==> config.mk <==
export PLATFORM = sky130hd
export DESIGN_NAME = stream_pattern_replace_top
export DESIGN_NICKNAME = d
export VERILOG_FILES = /design/src/hdl/spr_pkg.sv /design/src/hdl/spr_front.sv /design/src/hdl/spr_queue.sv /design/src/hdl/spr_back.sv /design/src/hdl/stream_pattern_replace_top.sv
export SDC_FILE = /design/constraint.sdc
export NUM_CORES = 1
export LEC_CHECK = 0
export ABC_CLOCK_PERIOD_IN_PS = 8100
export BUFFER_PORTS_ARGS = -buffer_cell sky130_fd_sc_hd__buf_2
export CORE_UTILIZATION = 60
export DETAILED_ROUTE_END_ITERATION = 10
export HOLD_SLACK_MARGIN = 0.06
export PLACE_DENSITY = 0.87
export SYNTH_ARGS = -nofsm -noshare
export SYNTH_HDL_FRONTEND = slang
export SYNTH_SLANG_ARGS = --single-unit
==> constraint.sdc <==
create_clock -name clk -period 8.1 [get_ports clk]
set_input_delay 2.43 -clock clk [delete_from_list [all_inputs] [get_ports clk]]
set_output_delay 2.43 -clock clk [all_outputs]
set_load 0.01 [all_outputs]
==> src/hdl/spr_pkg.sv <==
// ============================================================================
// spr_pkg - shared types and constants for the stream pattern replacer
// Register map, job descriptor passed from the front to the back, and the
// length clamping helpers.
// ============================================================================
package spr_pkg;

    localparam int MAX_PATTERN     = 8;
    localparam int MAX_REPLACEMENT = 8;
    localparam int BYTE_W          = 8;
    localparam int LEN_W           = 4;
    localparam int WORD_W          = 64;
    localparam int DATA_W          = 64;
    localparam int ADDR_W          = 5;
    localparam int SLOT_W          = 3;

    typedef enum logic [1:0] {
        REG_PATTERN_BYTES      = 2'd0,
        REG_PATTERN_LENGTH     = 2'd1,
        REG_REPLACEMENT_BYTES  = 2'd2,
        REG_REPLACEMENT_LENGTH = 2'd3
    } reg_index_t;

    typedef logic [BYTE_W-1:0] byte_t;

    typedef struct packed {
        logic [WORD_W-1:0] pattern_bytes;
        logic [LEN_W-1:0]  pattern_length;
        logic [WORD_W-1:0] replacement_bytes;
        logic [LEN_W-1:0]  replacement_length;
    } cfg_t;

    // Bytes to emit for one accepted input transfer, byte 0 first.
    typedef struct packed {
        logic [WORD_W-1:0] bytes;
        logic [LEN_W-1:0]  count;
        logic              last;
    } job_t;

    function automatic logic [LEN_W-1:0] eff_pattern_len(input logic [LEN_W-1:0] n);
        logic [LEN_W-1:0] r;
        r = n;
        if (n == '0)
        begin
            r = LEN_W'(1);
        end
        else if (n > LEN_W'(MAX_PATTERN))
        begin
            r = LEN_W'(MAX_PATTERN);
        end
        return r;
    endfunction

    function automatic logic [LEN_W-1:0] eff_replacement_len(input logic [LEN_W-1:0] n);
        logic [LEN_W-1:0] r;
        r = n;
        if (n > LEN_W'(MAX_REPLACEMENT))
        begin
            r = LEN_W'(MAX_REPLACEMENT);
        end
        return r;
    endfunction

endpackage

==> src/hdl/spr_front.sv <==
// ============================================================================
// spr_front - window and compare stage
// Inserts each accepted byte into the pending window, compares against the
// pattern and builds the job of bytes the transfer releases.
// ============================================================================
module spr_front
(
    input  logic                       clk,
    input  logic                       rst_n,
    input  spr_pkg::cfg_t              cfg,
    input  logic                       window_clear,
    input  logic                       in_valid,
    output logic                       in_stall,
    input  logic [spr_pkg::BYTE_W-1:0] in_byte,
    input  logic                       end_of_text,
    input  logic                       queue_full,
    output logic                       push,
    output spr_pkg::job_t              job
);

    spr_pkg::byte_t                  window_reg  [spr_pkg::MAX_PATTERN];
    spr_pkg::byte_t                  window_next [spr_pkg::MAX_PATTERN];
    spr_pkg::byte_t                  win_ins     [spr_pkg::MAX_PATTERN];
    logic [spr_pkg::LEN_W-1:0]       fill_reg;
    logic [spr_pkg::LEN_W-1:0]       fill_next;
    logic [spr_pkg::LEN_W-1:0]       plen;
    logic [spr_pkg::LEN_W-1:0]       fill0;
    logic [spr_pkg::LEN_W-1:0]       nf;
    logic [spr_pkg::WORD_W-1:0]      win_word;
    logic                            full;
    logic                            mismatch;
    logic                            is_match;
    logic                            accept;

    assign in_stall = queue_full;
    assign accept   = in_valid && !queue_full;

    always_comb
    begin
        plen  = spr_pkg::eff_pattern_len(cfg.pattern_length);
        fill0 = (fill_reg >= plen) ? '0 : fill_reg;
        nf    = fill0 + spr_pkg::LEN_W'(1);
        full  = (nf == plen);

        mismatch = 1'b0;
        for (int k = 0; k < spr_pkg::MAX_PATTERN; k++)
        begin
            win_ins[k] = (spr_pkg::LEN_W'(k) == fill0) ? in_byte : window_reg[k];
            win_word[k*spr_pkg::BYTE_W +: spr_pkg::BYTE_W] = win_ins[k];
            if ((spr_pkg::LEN_W'(k) < plen)
                && (win_ins[k] != cfg.pattern_bytes[k*spr_pkg::BYTE_W +: spr_pkg::BYTE_W]))
            begin
                mismatch = 1'b1;
            end
        end
        is_match = full && !mismatch;

        window_next = win_ins;
        job.last    = end_of_text;
        job.bytes   = win_word;
        if (is_match)
        begin
            job.bytes = cfg.replacement_bytes;
            job.count = spr_pkg::eff_replacement_len(cfg.replacement_length);
            fill_next = '0;
        end
        else if (end_of_text)
        begin
            // flush everything pending, oldest first
            job.count = nf;
            fill_next = '0;
        end
        else if (full)
        begin
            // release the oldest byte and shift the window down
            job.count = spr_pkg::LEN_W'(1);
            fill_next = nf - spr_pkg::LEN_W'(1);
            for (int k = 0; k < spr_pkg::MAX_PATTERN - 1; k++)
            begin
                window_next[k] = win_ins[k+1];
            end
        end
        else
        begin
            job.count = '0;
            fill_next = nf;
        end
    end

    // Drop empty jobs here; only the end mark needs a slot when nothing is emitted.
    assign push = accept && ((job.count != '0) || job.last);

    always_ff @(posedge clk)
    begin
        if (accept)
        begin
            window_reg <= window_next;
        end
    end

    always_ff @(posedge clk or negedge rst_n)
    begin
        if (!rst_n)
        begin
            fill_reg <= '0;
        end
        else if (window_clear)
        begin
            fill_reg <= '0;
        end
        else if (accept)
        begin
            fill_reg <= fill_next;
        end
    end

endmodule

==> src/hdl/spr_queue.sv <==
// ============================================================================
// spr_queue - job queue
// Small FIFO of job descriptors between the front and the back.
// ============================================================================
module spr_queue
#(
    parameter int DEPTH = 2
)
(
    input  logic          clk,
    input  logic          rst_n,
    input  logic          push,
    input  spr_pkg::job_t push_data,
    input  logic          pop,
    output spr_pkg::job_t head,
    output logic          empty,
    output logic          full
);

    localparam int IDX_W = (DEPTH > 1) ? $clog2(DEPTH) : 1;
    localparam int CNT_W = $clog2(DEPTH + 1);

    spr_pkg::job_t    slot_reg [DEPTH];
    logic [IDX_W-1:0] wr_ptr_reg;
    logic [IDX_W-1:0] rd_ptr_reg;
    logic [CNT_W-1:0] count_reg;
    logic             do_push;
    logic             do_pop;

    assign empty   = (count_reg == '0);
    assign full    = (count_reg == CNT_W'(DEPTH));
    assign head    = slot_reg[rd_ptr_reg];
    assign do_push = push && !full;
    assign do_pop  = pop && !empty;

    always_ff @(posedge clk)
    begin
        if (do_push)
        begin
            slot_reg[wr_ptr_reg] <= push_data;
        end
    end

    always_ff @(posedge clk or negedge rst_n)
    begin
        if (!rst_n)
        begin
            wr_ptr_reg <= '0;
            rd_ptr_reg <= '0;
            count_reg  <= '0;
        end
        else
        begin
            if (do_push)
            begin
                wr_ptr_reg <= (wr_ptr_reg == IDX_W'(DEPTH - 1)) ? '0 : wr_ptr_reg + IDX_W'(1);
            end
            if (do_pop)
            begin
                rd_ptr_reg <= (rd_ptr_reg == IDX_W'(DEPTH - 1)) ? '0 : rd_ptr_reg + IDX_W'(1);
            end
            if (do_push && !do_pop)
            begin
                count_reg <= count_reg + CNT_W'(1);
            end
            else if (do_pop && !do_push)
            begin
                count_reg <= count_reg - CNT_W'(1);
            end
        end
    end

endmodule

==> src/hdl/spr_back.sv <==
// ============================================================================
// spr_back - emission sequencer
// Steps through the bytes of the head job, one result per cycle while out_stall
// is low, into the output register.
// ============================================================================
module spr_back
(
    input  logic                       clk,
    input  logic                       rst_n,
    input  spr_pkg::job_t              head,
    input  logic                       queue_empty,
    output logic                       pop,
    output logic                       out_valid,
    input  logic                       out_stall,
    output logic [spr_pkg::BYTE_W-1:0] out_byte,
    output logic                       byte_present,
    output logic                       end_of_output
);

    logic [spr_pkg::SLOT_W-1:0] idx_reg;
    logic                       out_valid_reg;
    logic [spr_pkg::BYTE_W-1:0] out_byte_reg;
    logic                       present_reg;
    logic                       end_reg;
    logic                       can_load;
    logic                       load;
    logic                       final_byte;
    logic                       end_only;

    assign can_load   = !out_valid_reg || !out_stall;
    assign load       = can_load && !queue_empty;
    assign end_only   = (head.count == '0);
    assign final_byte = ({1'b0, idx_reg} == head.count - spr_pkg::LEN_W'(1));
    assign pop        = load && (end_only || final_byte);

    assign out_valid     = out_valid_reg;
    assign out_byte      = out_byte_reg;
    assign byte_present  = present_reg;
    assign end_of_output = end_reg;

    always_ff @(posedge clk)
    begin
        if (load)
        begin
            if (end_only)
            begin
                out_byte_reg <= '0;
                present_reg  <= 1'b0;
                end_reg      <= 1'b1;
            end
            else
            begin
                out_byte_reg <= head.bytes[idx_reg*spr_pkg::BYTE_W +: spr_pkg::BYTE_W];
                present_reg  <= 1'b1;
                end_reg      <= head.last && final_byte;
            end
        end
    end

    always_ff @(posedge clk or negedge rst_n)
    begin
        if (!rst_n)
        begin
            out_valid_reg <= 1'b0;
            idx_reg       <= '0;
        end
        else
        begin
            if (load)
            begin
                out_valid_reg <= 1'b1;
                idx_reg       <= pop ? '0 : idx_reg + spr_pkg::SLOT_W'(1);
            end
            else if (can_load)
            begin
                out_valid_reg <= 1'b0;
            end
        end
    end

endmodule

==> src/hdl/stream_pattern_replace_top.sv <==
// ============================================================================
// stream_pattern_replace_top - streaming find-and-replace on a byte stream
// Replaces each leftmost non-overlapping occurrence of a 1..8 byte pattern
// with a 0..8 byte replacement, flushing pending bytes at end of text.
// ============================================================================
//
//  Channel  Direction  Handshake              Payload
//  -------  ---------  ---------------------  -----------------------------------
//  in       sink       in_valid / in_stall    in_byte, end_of_text
//  out      source     out_valid / out_stall  out_byte, byte_present, end_of_output
//  cfg      APB slave  psel/penable/pready    paddr, pwdata, prdata (64 bit)
//
//  The front takes one byte per cycle while the job queue is not full; the back
//  gives one result per cycle while out_stall is low. A transfer that releases n
//  bytes (a replacement, or a flush at end of text) holds the back until all are
//  given; input stalls only once the job queue of QUEUE_DEPTH entries is full. A
//  result follows its input through the job queue and the output register. Reset
//  is asynchronous and takes effect at once; there is no clearing pass. The output
//  register holds its result while out_stall is high.
module stream_pattern_replace_top
#(
    parameter int QUEUE_DEPTH = 2
)
(
    input  logic                        clk,
    input  logic                        rst_n,
    // APB configuration port
    input  logic                        psel,
    input  logic                        penable,
    input  logic                        pwrite,
    input  logic [spr_pkg::ADDR_W-1:0]  paddr,
    input  logic [spr_pkg::DATA_W-1:0]  pwdata,
    output logic [spr_pkg::DATA_W-1:0]  prdata,
    output logic                        pready,
    // input stream
    input  logic                        in_valid,
    output logic                        in_stall,
    input  logic [spr_pkg::BYTE_W-1:0]  in_byte,
    input  logic                        end_of_text,
    // output stream
    output logic                        out_valid,
    input  logic                        out_stall,
    output logic [spr_pkg::BYTE_W-1:0]  out_byte,
    output logic                        byte_present,
    output logic                        end_of_output
);

    spr_pkg::cfg_t       cfg_reg;
    spr_pkg::reg_index_t reg_sel;
    spr_pkg::job_t       push_job;
    spr_pkg::job_t       head_job;
    logic                cfg_write;
    logic                window_clear;
    logic                push;
    logic                pop;
    logic                queue_empty;
    logic                queue_full;

    // Registers sit on 8-byte boundaries; the low address bits are ignored.
    assign reg_sel   = spr_pkg::reg_index_t'(paddr[spr_pkg::ADDR_W-1:3]);
    assign pready    = 1'b1;
    assign cfg_write = psel && penable && pwrite && pready;

    // A new pattern length invalidates whatever is pending in the window.
    assign window_clear = cfg_write && (reg_sel == spr_pkg::REG_PATTERN_LENGTH);

    always_ff @(posedge clk or negedge rst_n)
    begin
        if (!rst_n)
        begin
            cfg_reg.pattern_bytes      <= '0;
            cfg_reg.pattern_length     <= spr_pkg::LEN_W'(1);
            cfg_reg.replacement_bytes  <= '0;
            cfg_reg.replacement_length <= '0;
        end
        else if (cfg_write)
        begin
            case (reg_sel)
                spr_pkg::REG_PATTERN_BYTES:
                begin
                    cfg_reg.pattern_bytes <= pwdata;
                end
                spr_pkg::REG_PATTERN_LENGTH:
                begin
                    cfg_reg.pattern_length <= pwdata[spr_pkg::LEN_W-1:0];
                end
                spr_pkg::REG_REPLACEMENT_BYTES:
                begin
                    cfg_reg.replacement_bytes <= pwdata;
                end
                spr_pkg::REG_REPLACEMENT_LENGTH:
                begin
                    cfg_reg.replacement_length <= pwdata[spr_pkg::LEN_W-1:0];
                end
                default:
                begin
                    cfg_reg <= cfg_reg;
                end
            endcase
        end
    end

    // Read back the stored register values.
    always_comb
    begin
        case (reg_sel)
            spr_pkg::REG_PATTERN_BYTES:
            begin
                prdata = cfg_reg.pattern_bytes;
            end
            spr_pkg::REG_PATTERN_LENGTH:
            begin
                prdata = spr_pkg::DATA_W'(cfg_reg.pattern_length);
            end
            spr_pkg::REG_REPLACEMENT_BYTES:
            begin
                prdata = cfg_reg.replacement_bytes;
            end
            spr_pkg::REG_REPLACEMENT_LENGTH:
            begin
                prdata = spr_pkg::DATA_W'(cfg_reg.replacement_length);
            end
            default:
            begin
                prdata = '0;
            end
        endcase
    end

    // Front: accept each input transfer, update the window, build a job.
    spr_front u_front
    (
        .clk          (clk),
        .rst_n        (rst_n),
        .cfg          (cfg_reg),
        .window_clear (window_clear),
        .in_valid     (in_valid),
        .in_stall     (in_stall),
        .in_byte      (in_byte),
        .end_of_text  (end_of_text),
        .queue_full   (queue_full),
        .push         (push),
        .job          (push_job)
    );

    // Queue: decouple the front from the back so each can stall on its own.
    spr_queue
    #(
        .DEPTH (QUEUE_DEPTH)
    )
    u_queue
    (
        .clk       (clk),
        .rst_n     (rst_n),
        .push      (push),
        .push_data (push_job),
        .pop       (pop),
        .head      (head_job),
        .empty     (queue_empty),
        .full      (queue_full)
    );

    // Back: emit the bytes of each job, one output transfer per cycle while out_stall is low.
    spr_back u_back
    (
        .clk           (clk),
        .rst_n         (rst_n),
        .head          (head_job),
        .queue_empty   (queue_empty),
        .pop           (pop),
        .out_valid     (out_valid),
        .out_stall     (out_stall),
        .out_byte      (out_byte),
        .byte_present  (byte_present),
        .end_of_output (end_of_output)
    );

endmodule

==> results.sh <==
export IMPL_timing_hold_worst_class="reg2reg"
export IMPL_finalHoldWorstSlack_ns=0.487
export IMPL_grt_max_degree=94
export IMPL_min_from="u_back.out_valid"
export IMPL_period_share=0.853
export IMPL_wl_microns=48700
export IMPL_ios=162
export IMPL_syn_num_nets=1494
export IMPL_fill_cells=2013
export IMPL_ant_nets=0
export IMPL_worst_ir_drop_vdd_v=0.000205
export IMPL_critPathLaunchType="flip-flop"
export IMPL_multi_input_area_sq_um=7740
export IMPL_initial_utilization=0.616
export IMPL_yosys_top_cells_area="sky130_fd_sc_hd__edfxtp_1 (35%), sky130_fd_sc_hd__dfrtp_1 (20%), sky130_fd_sc_hd__mux2_2 (12%), sky130_fd_sc_hd__mux2i_1 (5.9%), sky130_fd_sc_hd__mux4_2 (5.4%)"
export IMPL_cts_root_buf="sky130_fd_sc_hd__clkbuf_16"
export IMPL_die_h_microns=177
export IMPL_grt_setup_unrepaired="no"
export IMPL_highest_signal_layer="met5"
export IMPL_synth_ff_type="sky130_fd_sc_hd__edfxtp_1"
export IMPL_final_design_area_no_fill_sq_um=20800
export IMPL_ctsResizeCount=0
export IMPL_post_synth_instance_area_sq_um=18500
export IMPL_buffer_ports_inserted=157
export IMPL_route_met2_wl_microns=23100
export IMPL_vias_in_the_first_global_route=12800
export IMPL_drt_wirelength_per_cell_microns=25.0
export IMPL_clockBufferDepth=3
export IMPL_vias_per_cell=6.53
export IMPL_timing_fmax_mhz=145
export IMPL_commonest_non_fill_non_tap_cell_in_the_layout="sky130_fd_sc_hd__edfxtp_1"
export IMPL_post_cts_repair_timing_setup_buffer_count=0
export IMPL_report_final_setup_viol=0
export IMPL_path_class="reg2reg"
export IMPL_yosysSeqAreaShare=0.546
export IMPL_synthesis_to_finish_area_growth_pct=12.8
export IMPL_cts_buffers=38
export IMPL_area_sequential_sq_um=10100
export IMPL_placement_rows=63
export IMPL_cp_max_fo=32
export IMPL_status="complete, no violations"
export IMPL_synth_cell_types=66
export IMPL_layout_common_cells="sky130_fd_sc_hd__edfxtp_1 (212), sky130_fd_sc_hd__mux2_2 (199), sky130_fd_sc_hd__buf_2 (155)"
export IMPL_timing_max_slew_rel_slack=0.268
export IMPL_yosysWarnings=0
export IMPL_min_tclk_post_route_ns=6.91
export IMPL_leak_pwr_nw=8.45
export IMPL_critPathArrivalTime_ns=7.14
export IMPL_origin_of_the_critical_flop_to_flop_path="cfg_reg[71]"
export IMPL_gr_total_overflow=0
export IMPL_cts_htree_levels=2
export IMPL_fraction_of_final_layout_cells_sized_beyond_drive_strength_1=0.320
export IMPL_cts_tree="yes"
export IMPL_grt_first_pass_wirelength_microns=73800
export IMPL_timing_critical_path_required_ns=8.33
export IMPL_max_cap_violations=0
export IMPL_vias=12700
export IMPL_placed_area_sq_um=19500
export IMPL_layout_core_utilization=0.695
export IMPL_synth_enable_flop_cells=212
export IMPL_tightest_slew_ns=1.10
export IMPL_largest_register_ffs=138
export IMPL_grt_antenna_before_repair=3
export IMPL_finalClockSkew_ns=0.0167
export IMPL_num_nets_final=1624
export IMPL_async_reset_ff_frac=0.411
export IMPL_clkLatencyLatePin_ns=0.54
export IMPL_netlist_instances=1398
export IMPL_critical_path_endpoint_type="flip-flop"
export IMPL_synth_largest_area_cell="sky130_fd_sc_hd__edfxtp_1"
export IMPL_fin_total_pwr_mw=7.31
export IMPL_power_density_cell_area_nw_per_um2=351
export IMPL_ys_ff_latch=360
export IMPL_slew_violations=0
export IMPL_final_hold_violation_count=0
export IMPL_fp_dieW_microns=177
export IMPL_worst_setup_path_startpoint="cfg_reg[71]"
export IMPL_globalRouteTotalUtil=0.313
export IMPL_met3_wirelength_microns=5110
export IMPL_dp_hpwl_microns=32600
export IMPL_gpl_final_weighted_congestion=0.951
export IMPL_cts_sinks=360
export IMPL_drt_pass1_iterations=7
export IMPL_die_area_sq_um=31500
export IMPL_drc_errors=0
export IMPL_detail_route_wirelength_met1_microns=18700
export IMPL_detailedRoute_firstIterationViolations=2031
export IMPL_cts_hold_fix_bufs=0
export IMPL_finalSetupTns_ns=0
export IMPL_synth_largest_type_area_fraction=0.345
export IMPL_clkTransAtPathRegs_ns=0.06
export IMPL_synth_area_per_cell_sq_um=13.2
export IMPL_coreArea_sq_um=30000
==> layer usage <==
layer,global-route usage,vias to the layer above
met5,0,-
met4,0.119,2
met3,0.0604,139
met2,0.501,787
met1,0.424,6326
li1,-,5475
==> path summary, 6_finish.rpt <==
kind | to | slack [ns] | cells past startpoint
min in group asynchronous | cfg_reg[79] | 1.99 | 1
max in group asynchronous | cfg_reg[114] | 4.84 | 2
worst min register to register | u_back.out_valid | 0.49 | 2
worst max-delay path | u_front.window_reg[18] | 1.19 | 20
worst min-delay path | u_back.out_valid | 0.49 | 2
worst max register to register | u_front.window_reg[18] | 1.19 | 20
==> power breakdown <==
group	internal (mW)	leakage (nW)	switching, mW
registers	2.65	3.78	0.348
logic	1.10	4.04	1.43
clock network	1.05	0.625	0.726
total	4.80	8.45	2.51
==> kinds of logic after synthesis <==
group,after synthesis,synth area share
compound gates,157,0.0633
xor+xnor,85,0.0403
fa+ha+maj,11,0.00746
buf+inv,157,0.0362
flops,360,0.546
mux,356,0.239
other cells,1,0.000203
simple gates,271,0.0681
==> worst max-delay path, stage by stage, from the launching register on <==
cell                       delay, ns
sky130_fd_sc_hd__dfrtp_1        0.46
sky130_fd_sc_hd__clkinv_1       0.30
sky130_fd_sc_hd__nand2_1        0.20
sky130_fd_sc_hd__ha_1           0.24
sky130_fd_sc_hd__o211ai_1       0.16
sky130_fd_sc_hd__buf_4          0.34
sky130_fd_sc_hd__o21a_1         0.42
sky130_fd_sc_hd__nand2_1        0.24
sky130_fd_sc_hd__inv_1          0.17
sky130_fd_sc_hd__ha_1           0.60
sky130_fd_sc_hd__and3b_1        0.27
sky130_fd_sc_hd__o211ai_2       0.22
sky130_fd_sc_hd__mux2_2         0.41
sky130_fd_sc_hd__xor2_1         0.17
sky130_fd_sc_hd__nor4_1         0.32
sky130_fd_sc_hd__a21oi_1        0.18
sky130_fd_sc_hd__nor4_1         0.24
sky130_fd_sc_hd__o21ai_1        0.18
sky130_fd_sc_hd__a22o_2         0.57
sky130_fd_sc_hd__mux2i_1        0.60
sky130_fd_sc_hd__a222oi_1       0.27
==> through the flow <==
stage / setup slack [ns] / instances
floorplan: 0.139 / 1398
global placement: 1.47 / 1878
detailed placement: 1.35 / 1878
CTS: 1.34 / 1948
global route: 0.763 / 1949
finish: 1.19 / 1950
==> layout make-up <==
| class | instances | share of cell area |
|---|---|---|
| repair buffers | 174 | 0.0461 |
| clock buffers | 47 | 0.0524 |
| inverters | 73 | 0.0132 |
| well taps | 390 | 0.0234 |
| multi-input cells | 881 | 0.372 |
| clock inverters | 23 | 0.00920 |
| diodes | 2 | 0.000240 |
| flip-flops and latches | 360 | 0.484 |
==> Yosys cell counts (all sizes together), types with 3 or more instances <==
master   count
mux2i      111
o21ai       42
o221ai       4
mux4        44
nor2b        3
edfxtp     212
nor2        79
o31ai        3
inv         72
a221o        3
nand3       16
a222oi      28
clkbuf      47
dfrtp      147
nand2       99
a21oi       14
nand4        9
o22ai        4
xnor2       53
buf         37
o211ai      23
and3         3
ha          11
and2        13
nor4         9
a31oi        3
or4          3
o2111ai     18
mux2       201
nor3         8
xor2        32
nand2b      20
Power figures use the tool's default switching activity.
